[src/hw/rtl/upq_pkg.sv]
// shared types and constants of the unordered minimum priority queue
package upq_pkg;

    localparam int UPQ_CAPACITY  = 8;
    localparam int UPQ_VAL_W     = 32;
    localparam int UPQ_FILL_W    = 4;
    // index width for the largest supported capacity (256 cells)
    localparam int UPQ_IDX_MAX_W = 8;

    typedef enum logic {
        OP_INSERT = 1'b0,
        OP_REMOVE = 1'b1
    } t_op;

    typedef enum logic [1:0] {
        ST_INSERTED  = 2'd0,
        ST_REMOVED   = 2'd1,
        ST_OVERFLOW  = 2'd2,
        ST_UNDERFLOW = 2'd3
    } t_status;

    typedef struct packed {
        t_op                          operation;
        logic signed [UPQ_VAL_W-1:0]  value;
    } t_in_word;

    typedef struct packed {
        t_status                      status;
        logic signed [UPQ_VAL_W-1:0]  removed_value;
        logic [UPQ_FILL_W-1:0]        fill_count;
    } t_out_word;

    // running minimum handed from cell to cell during a remove
    typedef struct packed {
        logic                         valid;
        logic                         has;
        logic signed [UPQ_VAL_W-1:0]  val;
        logic [UPQ_IDX_MAX_W-1:0]     idx;
    } t_token;

    // broadcast control from the sequencer to every cell
    typedef struct packed {
        logic                         wr_tail;
        logic                         shift;
        logic [UPQ_IDX_MAX_W-1:0]     sel_idx;
        logic signed [UPQ_VAL_W-1:0]  ins_val;
    } t_cell_ctrl;

endpackage

[src/hw/rtl/upq_cell.sv]
// one storage cell of the queue: holds an entry and passes the minimum token on
module upq_cell
    import upq_pkg::*;
#(
    parameter int CNT_W    = 4,
    parameter int CELL_IDX = 0
) (
    input  logic                         i_clk,
    input  logic                         i_rst_n,
    input  t_cell_ctrl                   i_ctrl,
    input  logic [CNT_W-1:0]             i_count,
    input  t_token                       i_tok,
    input  logic signed [UPQ_VAL_W-1:0]  i_right_val,
    output t_token                       o_tok,
    output logic signed [UPQ_VAL_W-1:0]  o_val
);

    logic signed [UPQ_VAL_W-1:0] r_val;
    t_token                      r_tok;
    t_token                      n_tok;
    logic                        occ;
    logic                        take;
    logic                        wr_here;
    logic                        shift_here;

    assign occ  = CNT_W'(CELL_IDX) < i_count;
    // strict compare keeps the earliest entry on ties
    assign take = occ && (!i_tok.has || (r_val < i_tok.val));

    always_comb begin
        n_tok.valid = i_tok.valid;
        n_tok.has   = i_tok.has | occ;
        n_tok.val   = take ? r_val : i_tok.val;
        n_tok.idx   = take ? UPQ_IDX_MAX_W'(CELL_IDX) : i_tok.idx;
    end

    assign wr_here    = i_ctrl.wr_tail && (i_count == CNT_W'(CELL_IDX));
    assign shift_here = i_ctrl.shift && (UPQ_IDX_MAX_W'(CELL_IDX) >= i_ctrl.sel_idx)
                        && (CNT_W'(CELL_IDX + 1) < i_count);

    always_ff @(posedge i_clk) begin
        if (!i_rst_n) begin
            r_tok.valid <= 1'b0;
        end else begin
            r_tok.valid <= n_tok.valid;
        end
        r_tok.has <= n_tok.has;
        r_tok.val <= n_tok.val;
        r_tok.idx <= n_tok.idx;
    end

    always_ff @(posedge i_clk) begin
        if (wr_here) begin
            r_val <= i_ctrl.ins_val;
        end else if (shift_here) begin
            r_val <= i_right_val;
        end
    end

    assign o_tok = r_tok;
    assign o_val = r_val;

endmodule

[src/hw/rtl/unordered_min_priority_queue_top.sv]
// top level of the unordered minimum priority queue built as a chain of cells
//
// input channel: i_in_valid / o_in_ready carry one word (insert or remove-min)
// output channel: o_out_valid / i_out_ready carry one result word per input
// word, with status, removed value and fill count after the operation
// entries sit unordered in arrival order, one per cell, positions below count
// insert, overflow and underflow: result registered at the accept edge, shown
// on the next cycle, so one such word every cycle when the receiver keeps up
// remove-min: a token walks the row of cells one cell per cycle and carries
// the running minimum; when it leaves the last cell, the entries right of the
// winner all shift one cell left together and the result is registered at that
// same edge; the chain length sets the time a remove takes
// only one word is in flight; the next word is taken once the block is idle
// reset (synchronous, active low) empties the queue and drops any pending
// result; cell contents are not cleared, the count keeps them unread
// receiver stall: the result word waits in the output register, and a new
// word is accepted only in a cycle where that register is empty or drained
module unordered_min_priority_queue_top
    import upq_pkg::*;
#(
    parameter int CAPACITY = UPQ_CAPACITY
) (
    input  logic      i_clk,
    input  logic      i_rst_n,
    input  logic      i_in_valid,
    output logic      o_in_ready,
    input  t_in_word  i_in_word,
    output logic      o_out_valid,
    input  logic      i_out_ready,
    output t_out_word o_out_word
);

    // count must hold CAPACITY itself
    localparam int CNT_W = $clog2(CAPACITY + 1);

    // one-hot sequencer states
    typedef enum logic [1:0] {
        S_IDLE = 2'b01,
        S_SCAN = 2'b10
    } t_state;

    t_state                      r_state, n_state;
    logic [CNT_W-1:0]            r_count, n_count;
    logic                        r_out_valid, n_out_valid;
    t_out_word                   r_out, n_out;
    t_cell_ctrl                  ctrl;
    logic                        inject;
    logic                        in_acc;
    logic                        full;

    // token chain: w_tok[i] enters cell i, w_tok[CAPACITY] leaves the last cell
    t_token                      w_tok [CAPACITY+1];
    logic signed [UPQ_VAL_W-1:0] w_val [CAPACITY];

    // fill count is the low bits of the entry count
    function automatic logic [UPQ_FILL_W-1:0] fill_of(input logic [CNT_W-1:0] c);
        logic [CNT_W+UPQ_FILL_W-1:0] ext;
        ext = {{UPQ_FILL_W{1'b0}}, c};
        return ext[UPQ_FILL_W-1:0];
    endfunction

    assign o_in_ready = (r_state == S_IDLE) && (!r_out_valid || i_out_ready);
    assign in_acc     = i_in_valid && o_in_ready;
    assign full       = (r_count == CNT_W'(CAPACITY));

    // a fresh token enters cell 0 on the accept of a remove from a non-empty queue
    assign w_tok[0] = '{valid: inject, has: 1'b0, val: '0, idx: '0};

    // sequencer
    always_comb begin
        n_state      = r_state;
        n_count      = r_count;
        n_out_valid  = r_out_valid && !i_out_ready;
        n_out        = r_out;
        inject       = 1'b0;
        ctrl.wr_tail = 1'b0;
        ctrl.shift   = 1'b0;
        ctrl.sel_idx = w_tok[CAPACITY].idx;
        ctrl.ins_val = i_in_word.value;

        unique case (r_state)
            S_IDLE: begin
                if (in_acc) begin
                    if (i_in_word.operation == OP_INSERT) begin
                        n_out_valid = 1'b1;
                        if (full) begin
                            n_out = '{status: ST_OVERFLOW, removed_value: '0,
                                      fill_count: fill_of(r_count)};
                        end else begin
                            ctrl.wr_tail = 1'b1;
                            n_count      = r_count + CNT_W'(1);
                            n_out = '{status: ST_INSERTED, removed_value: '0,
                                      fill_count: fill_of(r_count + CNT_W'(1))};
                        end
                    end else if (r_count == '0) begin
                        n_out_valid = 1'b1;
                        n_out = '{status: ST_UNDERFLOW, removed_value: '0,
                                  fill_count: fill_of(r_count)};
                    end else begin
                        inject  = 1'b1;
                        n_state = S_SCAN;
                    end
                end
            end
            S_SCAN: begin
                // token out of the last cell names the earliest minimum
                if (w_tok[CAPACITY].valid) begin
                    ctrl.shift  = 1'b1;
                    n_count     = r_count - CNT_W'(1);
                    n_out_valid = 1'b1;
                    n_out = '{status: ST_REMOVED, removed_value: w_tok[CAPACITY].val,
                              fill_count: fill_of(r_count - CNT_W'(1))};
                    n_state     = S_IDLE;
                end
            end
            default: begin
                n_state = S_IDLE;
            end
        endcase
    end

    always_ff @(posedge i_clk) begin
        if (!i_rst_n) begin
            r_state     <= S_IDLE;
            r_count     <= '0;
            r_out_valid <= 1'b0;
        end else begin
            r_state     <= n_state;
            r_count     <= n_count;
            r_out_valid <= n_out_valid;
        end
        r_out <= n_out;
    end

    // row of cells; each hands its token right and its entry left
    for (genvar gi = 0; gi < CAPACITY; gi++) begin : g_cell
        logic signed [UPQ_VAL_W-1:0] right_val;

        if (gi == CAPACITY - 1) begin : g_last
            assign right_val = w_val[gi];
        end else begin : g_mid
            assign right_val = w_val[gi+1];
        end

        upq_cell #(
            .CNT_W    (CNT_W),
            .CELL_IDX (gi)
        ) u_cell (
            .i_clk       (i_clk),
            .i_rst_n     (i_rst_n),
            .i_ctrl      (ctrl),
            .i_count     (r_count),
            .i_tok       (w_tok[gi]),
            .i_right_val (right_val),
            .o_tok       (w_tok[gi+1]),
            .o_val       (w_val[gi])
        );
    end

    assign o_out_valid = r_out_valid;
    assign o_out_word  = r_out;

endmodule

[config.mk]
export PLATFORM = sky130hd
export DESIGN_NAME = unordered_min_priority_queue_top
export DESIGN_NICKNAME = d
export VERILOG_FILES = /design/src/hw/rtl/upq_pkg.sv /design/src/hw/rtl/upq_cell.sv /design/src/hw/rtl/unordered_min_priority_queue_top.sv
export SDC_FILE = /design/constraint.sdc
export NUM_CORES = 1
export LEC_CHECK = 0
export ABC_AREA = 1
export BUFFER_PORTS_ARGS = -buffer_cell sky130_fd_sc_hd__buf_2
export CELL_PAD_IN_SITES_DETAIL_PLACEMENT = 1
export CELL_PAD_IN_SITES_GLOBAL_PLACEMENT = 1
export CORE_UTILIZATION = 48
export DETAILED_ROUTE_END_ITERATION = 10
export PLACE_DENSITY = 0.89
export SKIP_CTS_REPAIR_TIMING = 1
export SLEW_MARGIN = 20
export SYNTH_ARGS = -nofsm -noshare
export SYNTH_HDL_FRONTEND = slang
export SYNTH_SLANG_ARGS = --single-unit
[constraint.sdc]
create_clock -name i_clk -period 5 [get_ports i_clk]
set_input_delay 1 -clock i_clk [delete_from_list [all_inputs] [get_ports i_clk]]
set_output_delay 1 -clock i_clk [all_outputs]
set_load 0.02 [all_outputs]
==> results.py, run 1 <==
metrics = {
    "worst_setup_path": {
        "reg2reg_from": "r_count[2]",
        "endpoint": "o_out_word[6]",
        "cp.required_ps": 5270,
        "r2r_cells": 6,
        "crit_fanout": 38,
        "critical_path_class": "register to register",
        "cp-startpoint": "r_count[2]",
        "r2r_slack_ps": 1660,
        "cp.arrival_ps": 3600,
        "r2r-end": "o_out_word[6]",
        "cp-end-kind": "register",
        "cp-start-kind": "register",
    },
    "drt": {
        "first_pass_iters": 5,
        "num_vias": 21900,
        "detail_route.wl_per_cell_um": 19.5,
        "first_iter_violations": 1688,
        "ant_nets": 0,
        "drc": 0,
        "viasPerCell": 5.51,
        "routed_wl_um": 77500,
    },
    "yosys": {
        "synth_fp_nets": 3392,
        "async_flop_share_pct": 0,
        "synthFlopType": "dfxtp_1",
        "syn_area_mm2": 0.0275,
        "yosys-top-cells-count": "nand2_1 (957), inv_1 (417), dfxtp_1 (295), edfxtp_1 (294), nand3_1 (253)",
        "seq_area_frac_synth_pct": 53.5,
        "yosysWarnings": 0,
        "syn_avg_cell_area_um2": 8.79,
        "synth_top_cell_area_share_pct": 32.1,
        "synthCells": 3132,
        "synth_edf_count": 294,
        "ys_ff_latch": 589,
        "ys_types": 37,
        "yosysMostFrequentCell": "nand2_1",
        "yosysTopAreaCell": "edfxtp_1",
        "ys_top_cells_by_area": "edfxtp_1 (32%), dfxtp_1 (21%), nand2_1 (13%)",
    },
    "sta": {
        "max_freq_mhz": 300,
        "finalSetupViolCount": 0,
        "finalCritPeriodShare_pct": 66.8,
        "drv_slew": 0,
        "finClkSkew_ps": 17.4,
        "fin_tns_setup_ps": 0,
        "post-route-min-period_ps": 3340,
        "rsz0062_at_grt": "no",
        "worst_pin_slew_ps": 1020,
        "timing.hold.ws_ps": 418,
        "relSlewSlack_pct": 31.5,
        "hold_violations": 0,
    },
    "global_route": {
        "grt_pass1_wl_um": 125000,
        "grt_max_degree": 66,
        "grt.total_usage_pct": 27.1,
        "antenna_found_initial": 0,
        "overflow": 0,
        "grt_pass1_vias": 23500,
    },
    "cts": {
        "htreeDepth": 2,
        "cts_tree": "yes",
        "cts.clk_slew.worst_paths_ps": 60,
        "cts_buffers": 59,
        "clock_sinks": 589,
        "clock_insertion_delay_worst_skew_ps": 630,
        "clockBufferDepth": 3,
        "clockRootBuffer": "clkbuf_16",
    },
    "place": {
        "placed_cell_area_mm2": 0.0284,
        "place_congestion": 0.867,
        "place_inst": 3868,
        "dp_hpwl_um": 53100,
        "io_buffers": 76,
    },
    "die": {
        "start_util_pct": 48.7,
        "die_w_um": 241,
        "die_area_mm2": 0.0583,
        "die_h_um": 241,
        "ioPinCount": 77,
        "rows": 87,
        "core_mm2": 0.0565,
    },
    "run_status": {
        "outcome": "finished clean",
    },
    "finish": {
        "design_area_mm2": 0.0303,
        "drive_gt1_share_pct": 7.54,
        "antenna_cells": 0,
        "fin_cells": 3979,
        "syn2layout_area_growth_pct": 10.2,
        "fin_nets": 3433,
    },
    "power": {
        "vdd_drop_max_mv": 0.307,
        "powerDensity_mw_per_mm2": 588,
        "p_leak_nw": 14.5,
        "power.total_mw": 17.8,
    },
    "worst_hold_path": {
        "holdCritPathClass": "register to register",
    },
    "job": {
        "cap_viol_max_count": 0,
    },
}
[worst max-delay path, cell delays in order, from the launching register on]
cell and delay (ps):
dfxtp_1 410, nor2_2 290, inv_2 350, nor2_4 880
nor2_1 270, a211oi_4 300, buf_4 460
[report_power, final]
part	leakage [nW]	switching, mW	internal [mW]	total [mW]
sequential	5.15	0.764	6.54	7.31
combinational	8.42	4.22	1.91	6.13
clock	0.946	1.91	2.47	4.38
total	14.5	6.90	10.9	17.8
[layer usage]
| metal | global-route usage [%] | vias to the layer above | wire (um) |
|---|---|---|---|
| li1 | - | 10300 | - |
| met1 | 33.5 | 10900 | 32400 |
| met2 | 48.7 | 674 | 39200 |
| met3 | 3.63 | 153 | 3890 |
| met4 | 8.38 | 0 | 2000 |
| met5 | 0 | - | 0 |
[flip-flops by register name (all words and copies together), names as in the netlist]
register / flops
g_cell.u_cell.o_val: 256
r_state: 2
r_count: 4
g_cell.u_cell.o_tok: 288
o_out_word: 38
o_out_valid: 1
[per-stage QoR]
| step | utilization (%) | setup slack [ps] |
|---|---|---|
| floorplan | - | 198 |
| global placement | 50.3 | 1820 |
| detailed placement | 50.3 | 1690 |
| CTS | 53.7 | 1650 |
| global route | 53.7 | 1460 |
| finish | 53.7 | 1660 |
[layout by cell type (no fill, tap or decap), types with 6 or more instances in the layout]
cell / n
a21oi_1: 113
buf_2: 76
buf_4: 27
clkbuf_1: 10
clkbuf_16: 61
clkbuf_8: 10
clkinv_1: 12
clkinv_2: 16
dfxtp_1: 295
edfxtp_1: 294
ha_1: 223
inv_1: 417
nand2_1: 955
nand2_2: 7
nand3_1: 249
nand3_2: 11
nand4_1: 8
nor2_1: 109
nor3_1: 16
o21a_1: 6
o21ai_0: 115
o21ai_1: 147
o21ai_2: 6
or2_2: 7
[logic make-up (layout without fill, tap and decap cells)]
family	after synthesis	after routing	synth area share (%)
AOI/OAI and AO/OA	395	395	7.32
xor gates and xnor gates	4	4	0.127
adders and majority gates	223	223	10.1
buffers and inverters	547	638	8.31
DFF	589	589	53.5
and+or+nand+nor	1374	1374	20.6
[area by class of cell]
cell class	count	area (um2)
Inverter	424	1590
Fill cell	6566	26200
Sequential cell	589	14700
Timing Repair Buffer	103	583
Tap cell	756	946
Multi-Input combinational cell	1996	10600
Clock buffer	81	1700
Clock inverter	30	194
[worst min path at each step]
stage / from / end / slack, ps / depth (start not counted)
2_1_floorplan: g_cell[4].u_cell.o_tok[0] / g_cell[5].u_cell.o_tok[0] / 390 / 2
3_3_place_gp: g_cell[2].u_cell.o_tok[1] / g_cell[3].u_cell.o_tok[1] / 400 / 2
3_5_place_dp: g_cell[4].u_cell.o_tok[2] / g_cell[5].u_cell.o_tok[2] / 400 / 2
4_1_cts: g_cell[3].u_cell.o_tok[1] / g_cell[4].u_cell.o_tok[1] / 420 / 2
5_1_grt: g_cell[3].u_cell.o_tok[1] / g_cell[4].u_cell.o_tok[1] / 430 / 2
6_report: g_cell[3].u_cell.o_tok[1] / g_cell[4].u_cell.o_tok[1] / 420 / 2
Power figures use the tool's default switching activity.
==> run 2: changes to the inputs <==
Clock period 5 ns to 3.15 ns, I/O delays scaled along.
==> results.py, run 2 (same netlist as run 1, synthesis figures left out) <==
metrics = {
    "run_status": {
        "outcome": "finished clean",
    },
    "sta": {
        "worst_pin_slew_ps": 730,
        "post-route-min-period_ps": 2970,
        "fin_tns_setup_ps": 0,
        "finalCritPeriodShare_pct": 94.2,
        "hold_violations": 0,
        "max_freq_mhz": 337,
        "drv_slew": 0,
        "finalSetupViolCount": 0,
        "rsz0062_at_grt": "no",
        "finClkSkew_ps": 27.5,
        "relSlewSlack_pct": 51.2,
    },
    "worst_setup_path": {
        "crit_path_cell_trace": "ha_1 -> a21oi_1 -> nor2_1 -> nor3_1 -> nand2_1 -> nand2_1 -> nand2_1 -> nand2_1 -> nand2_1 -> nand2_1 -> nand3_2 -> buf_4 -> nand3_1 -> nand2_1",
        "cpMostUsedCell": "nand2_1",
        "cpLargestDelayFamily": "simple AND/OR/NAND/NOR gates",
        "cp-end-kind": "register",
        "crit_fanout": 24,
        "cp_slowest_cell": "edfxtp_1",
        "critical_path_class": "register to register",
        "worst-path-buf-inv": 1,
        "r2r_slack_ps": 180,
        "slowest_delay_ps": 450,
        "cp.required_ps": 3680,
        "cp-start-kind": "register",
        "cp.arrival_ps": 3500,
    },
    "global_route": {
        "antenna_found_initial": 0,
        "grt_pass1_vias": 24500,
        "overflow": 0,
        "grt.total_usage_pct": 29.4,
        "grt_max_degree": 65,
        "grt_pass1_wl_um": 135000,
    },
    "cts": {
        "clock_insertion_delay_worst_skew_ps": 650,
        "cts_buffers": 59,
        "clock_sinks": 589,
        "clockBufferDepth": 3,
        "cts_tree": "yes",
        "clockRootBuffer": "clkbuf_16",
        "cts.clk_slew.worst_paths_ps": 70,
        "htreeDepth": 2,
    },
    "die": {
        "core_mm2": 0.0565,
        "ioPinCount": 77,
        "rows": 87,
        "start_util_pct": 48.7,
        "die_h_um": 241,
        "die_area_mm2": 0.0583,
        "die_w_um": 241,
    },
    "drt": {
        "num_vias": 22700,
        "detail_route.wl_per_cell_um": 21.1,
        "routed_wl_um": 84300,
        "first_pass_iters": 7,
        "drc": 0,
        "ant_nets": 0,
        "first_iter_violations": 1836,
        "viasPerCell": 5.71,
    },
    "power": {
        "p_leak_nw": 14.6,
        "power.total_mw": 29.5,
        "powerDensity_mw_per_mm2": 964,
        "vdd_drop_max_mv": 0.521,
    },
    "place": {
        "dp_hpwl_um": 56000,
        "place_inst": 3873,
        "io_buffers": 76,
        "place_congestion": 0.863,
    },
    "finish": {
        "drive_gt1_share_pct": 7.71,
        "largest_reg_flops": 288,
        "final_common_cell": "nand2_1",
        "fin_cells": 3985,
        "fin_nets": 3438,
        "syn2layout_area_growth_pct": 11.0,
        "antenna_cells": 0,
        "final_cell_mix": "nand2_1 (955), inv_1 (417), dfxtp_1 (295)",
    },
    "job": {
        "cap_viol_max_count": 0,
    },
    "worst_hold_path": {
        "holdCritPathClass": "input port to register",
    },
}
run 2: cell types whose count changed in the layout (fill, tap and decap cells not counted), sizes merged:
cell | previous run | this run
clkinvlp | 1 | 0
clkbuf | 81 | 90
inv | 422 | 424
buf | 103 | 108
bufinv | 2 | 6
clkinv | 29 | 16
run 2: power by group:
part,internal (mW),switching [mW],total (mW)
Clock,4.46,3.18,7.64
Combinational,3.10,7.07,10.2
Sequential,10.4,1.27,11.7
run 2: path summary, 6_finish.rpt:
path              cells after the start                          to                       from
setup / recovery                     14  g_cell[7].u_cell.o_tok[13]  g_cell[7].u_cell.o_val[5]
hold / removal                        1  g_cell[7].u_cell.o_val[25]              i_in_word[25]
setup reg to reg                     14  g_cell[7].u_cell.o_tok[13]  g_cell[7].u_cell.o_val[5]
hold reg to reg                       2   g_cell[3].u_cell.o_tok[0]  g_cell[2].u_cell.o_tok[0]
run 2: layout make-up:
type / count / area [um2]
timing repair buffer: 108 / 621
clock inverter: 22 / 273
inverter: 424 / 1590
fill: 6467 / 25900
tap: 756 / 946
multi-input combinational: 1996 / 10600
sequential: 589 / 14700
clock buffer: 90 / 1810
run 2: routing by layer:
layer  GRT usage (%)  routed length [um]  vias to the layer above
met5               0                   0                        -
met4            11.5                3120                        0
li1                -                   -                    10200
met2            52.2               42600                      941
met1            35.6               33600                    11300
met3            4.41                4880                      265
run 2: stage by stage:
stage / util [%] / worst slack [ps] / instance area, um2 / hold slack (ps)
final: 54.1 / 183 / 30600 / 178
after global routing: 54.1 / 83.2 / 30600 / 166
after CTS: 54.1 / 190 / 30500 / 153
after detailed placement: 50.4 / 458 / 28500 / 404
after global placement: 50.4 / 649 / 28500 / 395
after floorplan: - / 14.5 / 27500 / 387
